--- config.mk ---
export PLATFORM = sky130hd
export DESIGN_NAME = dhcb_ram
export DESIGN_NICKNAME = d
export VERILOG_FILES = /design/src/rtl/detector_hit_cluster_builder_defines.svh /design/src/rtl/dhcb_ram.sv
export SDC_FILE = /design/constraint.sdc
export NUM_CORES = 1
export LEC_CHECK = 0
export BUFFER_PORTS_ARGS = -buffer_cell sky130_fd_sc_hd__clkbuf_2
export CORE_UTILIZATION = 45
export DETAILED_ROUTE_END_ITERATION = 10
export PLACE_DENSITY = 0.64
export RECOVER_POWER = 25
export SLEW_MARGIN = 10
export SYNTH_ARGS = -nofsm -noshare
export SYNTH_HDL_FRONTEND = slang
export SYNTH_SLANG_ARGS = --single-unit
--- constraint.sdc ---
create_clock -name clk -period 1.62 [get_ports clk]
set_input_delay 0.243 -clock clk [delete_from_list [all_inputs] [get_ports clk]]
set_output_delay 0.243 -clock clk [all_outputs]
set_load 0.01 [all_outputs]
--- src/rtl/detector_hit_cluster_builder_defines.svh ---
// Assertion macros shared by the cluster builder RTL.
// Need a clock, and for DHCB_ASSERT an active-low reset signal, passed in by the caller.
`ifndef DETECTOR_HIT_CLUSTER_BUILDER_DEFINES_SVH
`define DETECTOR_HIT_CLUSTER_BUILDER_DEFINES_SVH

// Check a property on every rising edge once reset is released.
`define DHCB_ASSERT(lbl, clk_s, rst_s, prop, msg) \
  lbl: assert property (@(posedge clk_s) disable iff (!rst_s) prop) else $error(msg);

// Check a property on every rising edge, reset included.
`define DHCB_ASSERT_ALWAYS(lbl, clk_s, prop, msg) \
  lbl: assert property (@(posedge clk_s) prop) else $error(msg);

`endif

--- src/rtl/dhcb_ram.sv ---
// Generic simple dual-port RAM: one write port, one read port, registered read.
// No dependencies; used for the key map and the cluster table.
module dhcb_ram #(
  parameter int WIDTH = 8,
  parameter int DEPTH = 16,
  localparam int ADDR_W = (DEPTH > 1) ? $clog2(DEPTH) : 1
) (
  input  logic              clk,
  input  logic              we,
  input  logic [ADDR_W-1:0] waddr,
  input  logic [WIDTH-1:0]  wdata,
  input  logic              re,
  input  logic [ADDR_W-1:0] raddr,
  output logic [WIDTH-1:0]  rdata
);

  logic [WIDTH-1:0] mem_r [DEPTH];
  logic [WIDTH-1:0] rdata_r;

  // write, and register the read word; hold it while no read is issued
  always_ff @(posedge clk) begin
    if (we) begin
      mem_r[waddr] <= wdata;
    end
    if (re) begin
      rdata_r <= mem_r[raddr];
    end
  end

  assign rdata = rdata_r;

endmodule

# == Yosys cells after proc, flatten, opt, wreduce, memory -nomap -nowiden ==
# Memory sizes are Yosys's and may differ from the RTL's. A register that Yosys moved wholly into a read port is not among the register bits.
# Index checks and enable logic that the tools add are counted.
# word_totals
regBits,0
mem_bits_rw,128
out_inout_bits,8
memories,1
# classes
n_mux,2
# memory_table
memory,words,word_bits,rd,rd_ports_with_merged_regs,write_ports,line_no,source
mem_r,16,8,1,1,1,dhcb_ram.sv:17,logic [WIDTH-1:0] mem_r [DEPTH];
# op_table
operator,n
1-bit two-way mux,2

# == Depth between registers and ports, before layout ==
# Gate-level depths: netlist (run 1).
# logic_depth
depth_word,2
depth_mapped,5
ltp_nobuf,3

# == Worst setup path after synthesis (run 1) ==
# No wires, ideal clock.
# synth_path
kind,input-to-reg
from,input waddr[2]
to,memory mem_r[0][0] (enable)
setup_time_ns,0.383
arrival_ns,1.353
slack_ns,-0.116
cell_stages,2
n_path_buf,0
path_cell_list,or3b_2 -> nor3_1
# synth_lines
element,line_no,source
"start, declared",dhcb_ram.sv:10,"input logic [ADDR_W-1:0] waddr,"
"end, declared",dhcb_ram.sv:17,
# Straight into the memory's write port.

==> summary.txt, run 1 <==
Fin nets: 304
DRC: 0
Worst setup SP type: flop
Clk_lat worst skew: 410 ps
Drt total wl: 9280 um
Vias in the first global route: 2484
Slew headroom: 49.7%
Post-Syn Instances: 229
Number of synthesized flops with an enable pin: 136
Ant. Diodes: 0
Net switching power: 1.52 mW
Synthesized area per cell: 22.8 um2
Max Cap Viol: 0
WHS Path Cells: 1
Worst Setup Path Type: reg -> reg
Most frequent cells after synthesis: 136 x edfxtp_1, 18 x mux4_2, 16 x a22oi_1
Reg2Reg Launch Point: mem_r[1][5]
Worst setup margin: 108 ps
Largest net degree at the start of global routing: 19
Slowest stage delay, CP: 500 ps
Hold path startpoint: re
DIE HEIGHT: 110 um
Worst Path Max Fanout: 1
Area delta synth->final: 18.3%
Overall power: 7.87 mW
Least-Margin Pin Slew: 752 ps
Ys async rst share: 0%
Setup TNS: 0 ps
Setup-failing EPs final: 0
Post-layout min period: 1510 ps
Initial antenna violation count: 0
CTS clk-pin slew, worst paths: 50 ps
# placed instances: 406
Worst-case reg-to-reg path depth: 3
Min-Delay Path Class: in -> reg
Cell variety after synth: 18
Cell Rows: 38
Arrival @ worst endpoint: 1670 ps
Clock root buffer: clkbuf_16
# IOs: 27
Drt via density: 5.61
Setup bufs post-CTS: 0
Final antenna-violating net count: 0
CP Capture Type: flop
Int Pwr: 6.36 mW
Core ar.: 11100 um2
Clock Path Buffers: 2
Dominant cell by count in the synthesized netlist: edfxtp_1
CP Data Required Time: 1770 ps
Avg WL per Cell: 21.2 um
Vias: 2455
Max Fclk: 661 MHz
Die width: 110 um
Mapped Nets: 248
RSZ-0062 raised after global routing: no
IO Port Bufs: 26
Status: completed
Max VDD drop: 0.690 mV
Switching Share: 19.2%
Mapped Area: 5230 um2
CTS resizes: 0
Top cells by area, synth: edfxtp_1 78%, mux4_2 7.8%, mux4_1 7.0%, a22oi_1 2.3%, nor2_1 0.93%
Fin cells: 438
Pwr per Cell Area: 1270 nW/um2
GRT Total Usage: 17.8%
DR pass1 iterations: 4
Htree depth: 4
Sequential share of the synthesized area: 78.1%
Hold Vio Cnt, Final: 0
Final RePlAce weighted congestion: 0.717
Share of layout cells above drive strength 1: 28.9%
Final slew viol count: 0
Yosys warning count: 0
Lkg Pwr: 2.08 nW
Die footprint: 12100 um2
CTS sink cnt: 136
Initial core utilization: 47.2%
Highest-delay cell along the critical path: mux4_1
Place WS: -174 ps
CP Cell Sequence: mux4_1 -> a22oi_1 -> nand2_1
TritonCTS clock tree: done
DR iter-0 viols: 153
Global-route wire length before repair: 14200 um
Seq pwr share: 50.7%
GRT overflow: 0
Yosys top cell by area: edfxtp_1
TritonCTS buffer count: 17
Post-synth top area share: 78.1%
Clock Skews: 3.84 ps
Gate power share: 4.6%
Top FF cell, synth: edfxtp_1
DP HPWL: 6120 um
Period utilization: 93.3%
Clock share of power: 44.7%
Worst Setup SP: mem_r[1][5]
CTS Hold Buffers Added: 0
Post-synthesis register bit count: 136
==> state kept, by name, summed over array words and instances (netlist names) <==
| signal | count |
|---|---|
| rdata | 8 |
| mem_r | 128 |
==> critical path: cells and delay by family, from the launching register on <==
kind	cells	cell delay, ps
muxes	1	500
AOI/OAI and AO/OA	1	290
and+or+nand+nor	1	100
DFF	1	370
==> power by group through the flow <==
stage,sequential [mW],clock (mW),combinational (mW)
after global placement,4.06,0,0.364
after global routing,3.99,3.72,0.397
after floorplan,4.06,0,0.200
final,3.99,3.52,0.364
after CTS,3.99,3.59,0.372
after detailed placement,4.06,0,0.371
==> layer usage <==
layer | share of wire, % | vias to the layer above | GRT usage, % | wire length (um)
met5 | 0 | - | 0 | 0
li1 | - | 1093 | - | -
met3 | 5.4 | 10 | 6.11 | 498
met1 | 44 | 1274 | 23.1 | 4100
met4 | 1.3 | 0 | 7.14 | 124
met2 | 49 | 78 | 27.5 | 4560
==> cell usage in the layout (no fill, tap or decap), types with 3 or more instances in the layout <==
master / netlist / final
clkbuf_1: 0 / 10
clkbuf_2: 0 / 20
nand2_1: 9 / 9
mux4_1: 14 / 14
clkinv_2: 0 / 4
buf_12: 0 / 3
buf_4: 1 / 18
a22oi_1: 16 / 16
nor3_1: 4 / 3
clkbuf_16: 0 / 17
edfxtp_1: 136 / 136
clkinv_1: 0 / 3
nor2_1: 13 / 13
mux4_2: 18 / 18
==> cells by family (layout without fill, tap and decap cells) <==
| group | count (synthesis) | after routing | synth area share [%] |
|---|---|---|---|
| flip-flops | 136 | 136 | 78.1 |
| AND/OR/NAND/NOR | 35 | 35 | 3.14 |
| multiplexers | 32 | 32 | 14.8 |
| AO/OA/AOI/OAI | 16 | 16 | 2.30 |
| buffers and inverters | 10 | 79 | 1.65 |
==> final cells by class <==
| class | count | area (um2) |
|---|---|---|
| Clock buffer | 21 | 440 |
| Multi-Input combinational cell | 83 | 1060 |
| Clock inverter | 11 | 106 |
| Timing Repair Buffer | 47 | 318 |
| Tap cell | 140 | 175 |
| Fill cell | 828 | 4890 |
| Sequential cell | 136 | 4080 |
==> metrics by stage <==
stage	instance area, um2	hold slack, ps	util, %
floorplan	5230	342	-
global placement	5650	649	51.0
detailed placement	5650	662	51.0
CTS	6190	234	55.9
global route	6190	252	55.8
finish	6190	255	55.8
==> final timing paths <==
check / endpoint / slack [ps]
min reg2reg: rdata[3] / 740
max reg2reg: rdata[5] / 110
max: rdata[5] / 110
min: rdata[5] / 260
No activity file was read; power rests on OpenSTA's default activity.
==> inputs of run 2 (changes only) <==
==> constraint.sdc (replaced) <==
create_clock -name clk -period 1.62 [get_ports clk]
set_input_delay 0.081 -clock clk [delete_from_list [all_inputs] [get_ports clk]]
set_output_delay 0.081 -clock clk [all_outputs]
set_load 0.01 [all_outputs]
==> summary.txt, run 2 (synthesis results as in run 1) <==
Fin nets: 306 (+0.66%)
Clock Path Buffers: 2 (unchanged)
Max Fclk: 666 MHz (+0.74%)
Fin area: 6260 um2 (+1.2%)
Highest-delay cell along the critical path: mux4_1
Clock Skews: 5.93 ps (+2.10 ps)
GRT Total Usage: 18.5% (+0.70 points)
Overall power: 8.26 mW (+4.9%)
RSZ-0062 raised after global routing: no
Largest net degree at the start of global routing: 23 (+4)
Arrival @ worst endpoint: 1630 ps (-40 ps)
CTS clk-pin slew, worst paths: 50 ps (about the same)
Htree depth: 4 (unchanged)
Max VDD drop: 0.637 mV (-7.7%)
Footprint of the multi-input gates: 1060 um2 (-0.47%)
Lkg Pwr: 2.12 nW (+1.5%)
Worst Setup Path Type: reg -> reg
Worst Path Max Fanout: 1 (unchanged)
CP Data Required Time: 1750 ps (-20 ps)
Largest register FFs: 128 (unchanged)
Share of layout cells above drive strength 1: 30.7% (+1.8 points)
CTS Hold Buffers Added: 0 (unchanged)
CP Cell Sequence: mux4_1 -> a22oi_1 -> nand2_1
Least-Margin Pin Slew: 703 ps (-48.4 ps)
Period utilization: 92.7% (-0.68 points)
Routing usage on met3: 4.45% (-1.7 points)
DIE HEIGHT: 110 um (unchanged)
Min-Delay Path Class: in -> reg
Pwr per Cell Area: 1320 nW/um2 (+3.7%)
Avg WL per Cell: 22.4 um (+5.6%)
Slew headroom: 53.1% (+3.4 points)
IO Port Bufs: 26 (unchanged)
Clk_lat worst skew: 400 ps (about the same)
TritonCTS buffer count: 17 (unchanged)
DR iter-0 viols: 151 (-1.3%)
Final RePlAce weighted congestion: 0.715 (-0.28%)
FILL cells: 846 (+2.2%)
Area delta synth->final: 19.7%
Post-layout min period: 1500 ps (-11.1 ps)
Most frequent cells in the layout: 136 x edfxtp_1, 20 x clkbuf_2, 20 x buf_4, 18 x mux4_2, 17 x clkbuf_16
Initial core utilization: 47.2% (unchanged)
GR peak layer: met2
Die footprint: 12100 um2 (unchanged)
DRC: 0 (unchanged)
CTS resizes: 0 (unchanged)
Die width: 110 um (unchanged)
Vias in the first global route: 2468 (-0.64%)
Cell Rows: 38 (unchanged)
Final slew viol count: 0 (unchanged)
Flip-flop and latch area: 4080 um2 (unchanged)
Status: completed
Vias: 2471 (+0.65%)
Max Cap Viol: 0 (unchanged)
TritonCTS clock tree: done
Clock root buffer: clkbuf_16
Initial antenna violation count: 0 (unchanged)
Register with the most flip-flops: mem_r
Hold Vio Cnt, Final: 0 (unchanged)
Core ar.: 11100 um2 (unchanged)
CTS sink cnt: 136 (unchanged)
CP Capture Type: flop
Most common library cell in the layout ignoring fill and taps: edfxtp_1
Setup-failing EPs final: 0 (unchanged)
Ant. Diodes: 0 (unchanged)
GRT met2 Usage: 27.5% (-0.089 points)
GRT overflow: 0 (unchanged)
# IOs: 27 (unchanged)
DR pass1 iterations: 4 (unchanged)
Final antenna-violating net count: 0 (unchanged)
Delay-heaviest family, CP: multiplexers
Worst hold slack: 99.9 ps (-156 ps)
CP Buf/Inv Count: 0 (unchanged)
Global-route wire length before repair: 15000 um (+5.1%)
Drt total wl: 9850 um (+6.1%)
Drt via density: 5.62 (+0.19%)
Worst setup SP type: flop
DP HPWL: 6270 um (+2.6%)
M1 GR Usage: 26.5% (+3.4 points)
Slowest stage delay, CP: 510 ps (about the same)
Post-DP Area: 5660 um2 (+0.18%)
Setup bufs post-CTS: 0 (unchanged)
## run 2: changes by cell type in the layout (fill, tap and decap cells not counted)
cell,previous run,this run
clkbuf_1,10,7
clkinv_1,3,1
nor3_1,3,4
buf_4,18,20
clkinvlp_4,2,5
bufinv_16,2,4
nor3_2,1,0
## run 2: cell type report
cell class	instances	share of cell area, %
sequential	136	65.2
multi-input combinational	83	16.9
clock buffer	18	6.86
timing repair buffer	49	5.32
clock inverter	14	2.90
tap	140	2.80
## run 2: worst paths after layout
path	start	endpoint	slack, ps	cells past startpoint
max	mem_r[1][0]	rdata[0]	120	3
min reg2reg	mem_r[15][7]	rdata[7]	750	3
max reg2reg	mem_r[1][0]	rdata[0]	120	3
min	re	rdata[0]	100	1
## run 2: worst reg2reg max path: cells and delay by family (launching register included)
| family | cells | cell delay [ps] |
|---|---|---|
| AOI/OAI and AO/OA | 1 | 230 |
| DFF | 1 | 360 |
| muxes | 1 | 510 |
| and+or+nand+nor | 1 | 130 |
## run 2: layer usage
layer | up-vias | wire length (um)
met5 | - | 0
met4 | 0 | 91
met3 | 5 | 501
met2 | 67 | 4680
met1 | 1296 | 4580
li1 | 1103 | -
## run 2: power by group
group	switching (mW)	internal (mW)	total, mW
Clock	1.35	2.55	3.90
Sequential	0.0197	3.97	3.99
Combinational	0.211	0.160	0.372
Total	1.58	6.68	8.26
## run 2: stage by stage
stage / utilization (%) / TNS [ps] / setup WS [ps] / cells
6_report: 56.5 / 0 / 119 / 440
5_1_grt: 56.5 / 0 / 40.9 / 440
2_1_floorplan: - / 0 / 46.1 / 229
4_1_cts: 56.6 / 0 / 103 / 440
3_3_place_gp: 51.1 / -57.7 / -21.5 / 408
3_5_place_dp: 51.1 / -62.9 / -30.2 / 408
==> inputs of run 3 (changes only) <==
Settings changed: CORE_ASPECT_RATIO set to 0.7, CTS_CLUSTER_SIZE set to 10.
==> summary.txt, run 3 (synthesis results as in run 1) <==
Avg WL per Cell: 22.0 um (-1.8%)
Initial core utilization: 46.8% (-0.39 points)
Max Cap Viol: 0 (unchanged)
DR iter-0 viols: 191 (+26%)
Vias in the first global route: 2516 (+1.9%)
Area delta synth->final: 19.8% (about the same)
Ant. Diodes: 0 (unchanged)
FILL cells: 814 (-3.8%)
Min-Delay Path Class: in -> reg
CTS sink cnt: 136 (unchanged)
Most frequent cells in the layout: 136 x edfxtp_1, 25 x buf_4, 21 x clkbuf_2, 18 x mux4_2, 17 x clkbuf_16
IO Port Bufs: 26 (unchanged)
DIE HEIGHT: 92.2 um (-16%)
Highest-delay cell along the critical path: mux4_2
Max Fclk: 654 MHz (-1.8%)
Setup bufs post-CTS: 0 (unchanged)
# placed instances: 425 (+4.2%)
Status: completed
Final slew viol count: 0 (unchanged)
Global-route wire length before repair: 15100 um (+0.74%)
CTS Hold Buffers Added: 0 (unchanged)
DP HPWL: 6570 um (+4.8%)
Share of layout cells above drive strength 1: 32.2% (+1.6 points)
Reg2Reg Launch Point: mem_r[3][7]
Slowest stage delay, CP: 480 ps (-30 ps)
WHS Path Cells: 1 (unchanged)
Post-layout min period: 1530 ps (+27.4 ps)
Fin area: 6260 um2 (about the same)
DRC: 0 (unchanged)
Pwr per Cell Area: 1290 nW/um2 (-2.5%)
RSZ-0062 raised after global routing: no
Post-DP Area: 5690 um2 (+0.60%)
Worst Path Max Fanout: 1 (unchanged)
TritonCTS clock tree: done
Slew headroom: 54.4% (+1.3 points)
CTS resizes: 0 (unchanged)
Worst setup SP type: flop
CTS clk-pin slew, worst paths: 60 ps (about the same)
Worst-case reg-to-reg path depth: 3 (unchanged)
Clock root buffer: clkbuf_16
Drt total wl: 10000 um (+2.0%)
GRT overflow: 0 (unchanged)
Die width: 131 um (+19%)
DR pass1 iterations: 4 (unchanged)
Period utilization: 94.3% (+1.7 points)
Initial antenna violation count: 0 (unchanged)
Setup-failing EPs final: 0 (unchanged)
R2R Setup Slk: 90 ps (-30 ps)
Worst Setup Path Type: reg -> reg
Fin cells: 457 (+3.9%)
Core ar.: 11200 um2 (+0.84%)
Worst hold slack: 104 ps (+3.81 ps)
Arrival @ worst endpoint: 1680 ps (+50 ps)
Die footprint: 12100 um2 (about the same)
Clock Path Buffers: 2 (unchanged)
GRT Total Usage: 18.6% (+0.16 points)
Max VDD drop: 0.859 mV (+35%)
# IOs: 27 (unchanged)
Lkg Pwr: 2.12 nW (about the same)
Fin nets: 310 (+1.3%)
Largest net degree at the start of global routing: 33 (+43%)
TritonCTS buffer count: 17 (unchanged)
Cell Rows: 32 (-16%)
Worst Hold End: rdata[7]
Hold Vio Cnt, Final: 0 (unchanged)
Vias: 2476 (+0.20%)
Drt via density: 5.42 (-3.5%)
Least-Margin Pin Slew: 684 ps (-19.6 ps)
CP Cell Sequence: mux4_2 -> a22oi_1 -> nand2_1
Register with the most flip-flops: mem_r
Final antenna-violating net count: 0 (unchanged)
Final RePlAce weighted congestion: 0.753 (+5.4%)
Clock Skews: 5.54 ps (-0.391 ps)
RR Endpoint: rdata[7]
Clk_lat worst skew: 410 ps (about the same)
Most common library cell in the layout ignoring fill and taps: edfxtp_1
CP Capture Type: flop
CP Data Required Time: 1770 ps (+20 ps)
Htree depth: 4 (unchanged)
Hold path startpoint: re
Largest register FFs: 128 (unchanged)
==> run 3: changes by cell type in the layout (fill, tap and decap cells not counted), sizes merged <==
| cell | previous run | this run |
|---|---|---|
| clkinvlp | 5 | 6 |
| bufinv | 4 | 2 |
| buf | 23 | 27 |
| inv | 0 | 2 |
| clkbuf | 44 | 43 |
==> run 3: stage by stage <==
step                util, %  setup TNS (ps)  power [mW]  setup WS [ps]
floorplan                 -               0        4.26           46.1
global placement       50.9               0        4.44           4.74
detailed placement     50.9           -12.3        4.45          -11.7
CTS                    56.1               0        8.13           87.1
global route           56.1               0        8.28           23.2
finish                 56.1               0        8.05           91.6
==> run 3: cell type report <==
type	instances	area [um2]	area share (%)
clock buffer	17	425	6.79
clock inverter	15	154	2.46
multi-input combinational	83	1060	16.9
sequential	136	4080	65.2
tap	153	191	3.06
timing repair buffer	53	352	5.61
==> run 3: how the worst max path moves through the flow <==
stage,from,endpoint,slack [ps],cells after the start
global placement,raddr[0],rdata[0],5,5
CTS,mem_r[3][7],rdata[7],90,3
finish,mem_r[3][7],rdata[7],90,3
floorplan,waddr[2],mem_r[0][0],50,2
global route,mem_r[3][7],rdata[7],20,3
detailed placement,raddr[0],rdata[7],-10,5
==> run 3: critical path, delay by kind of cell (launching register included) <==
kind            cells  cell delay, ps
compound gates      1             320
flops               1             360
mux                 1             480
simple gates        1             110
==> run 3: power breakdown <==
group          internal [mW]  switching (mW)  total [mW]
logic                  0.161           0.215       0.376
registers               3.97          0.0238        3.99
clock network           2.26            1.43        3.69
total                   6.39            1.67        8.05
==> run 3: metal layers <==
layer | part of all wire [%] | routed length, um | vias to the layer above | global-route usage, %
met5 | 0 | 0 | - | 0
met4 | 0.74 | 74 | 0 | 6.70
met1 | 47 | 4760 | 1282 | 27.5
met3 | 6.8 | 687 | 8 | 5.25
li1 | - | - | 1111 | -
met2 | 45 | 4530 | 75 | 26.4
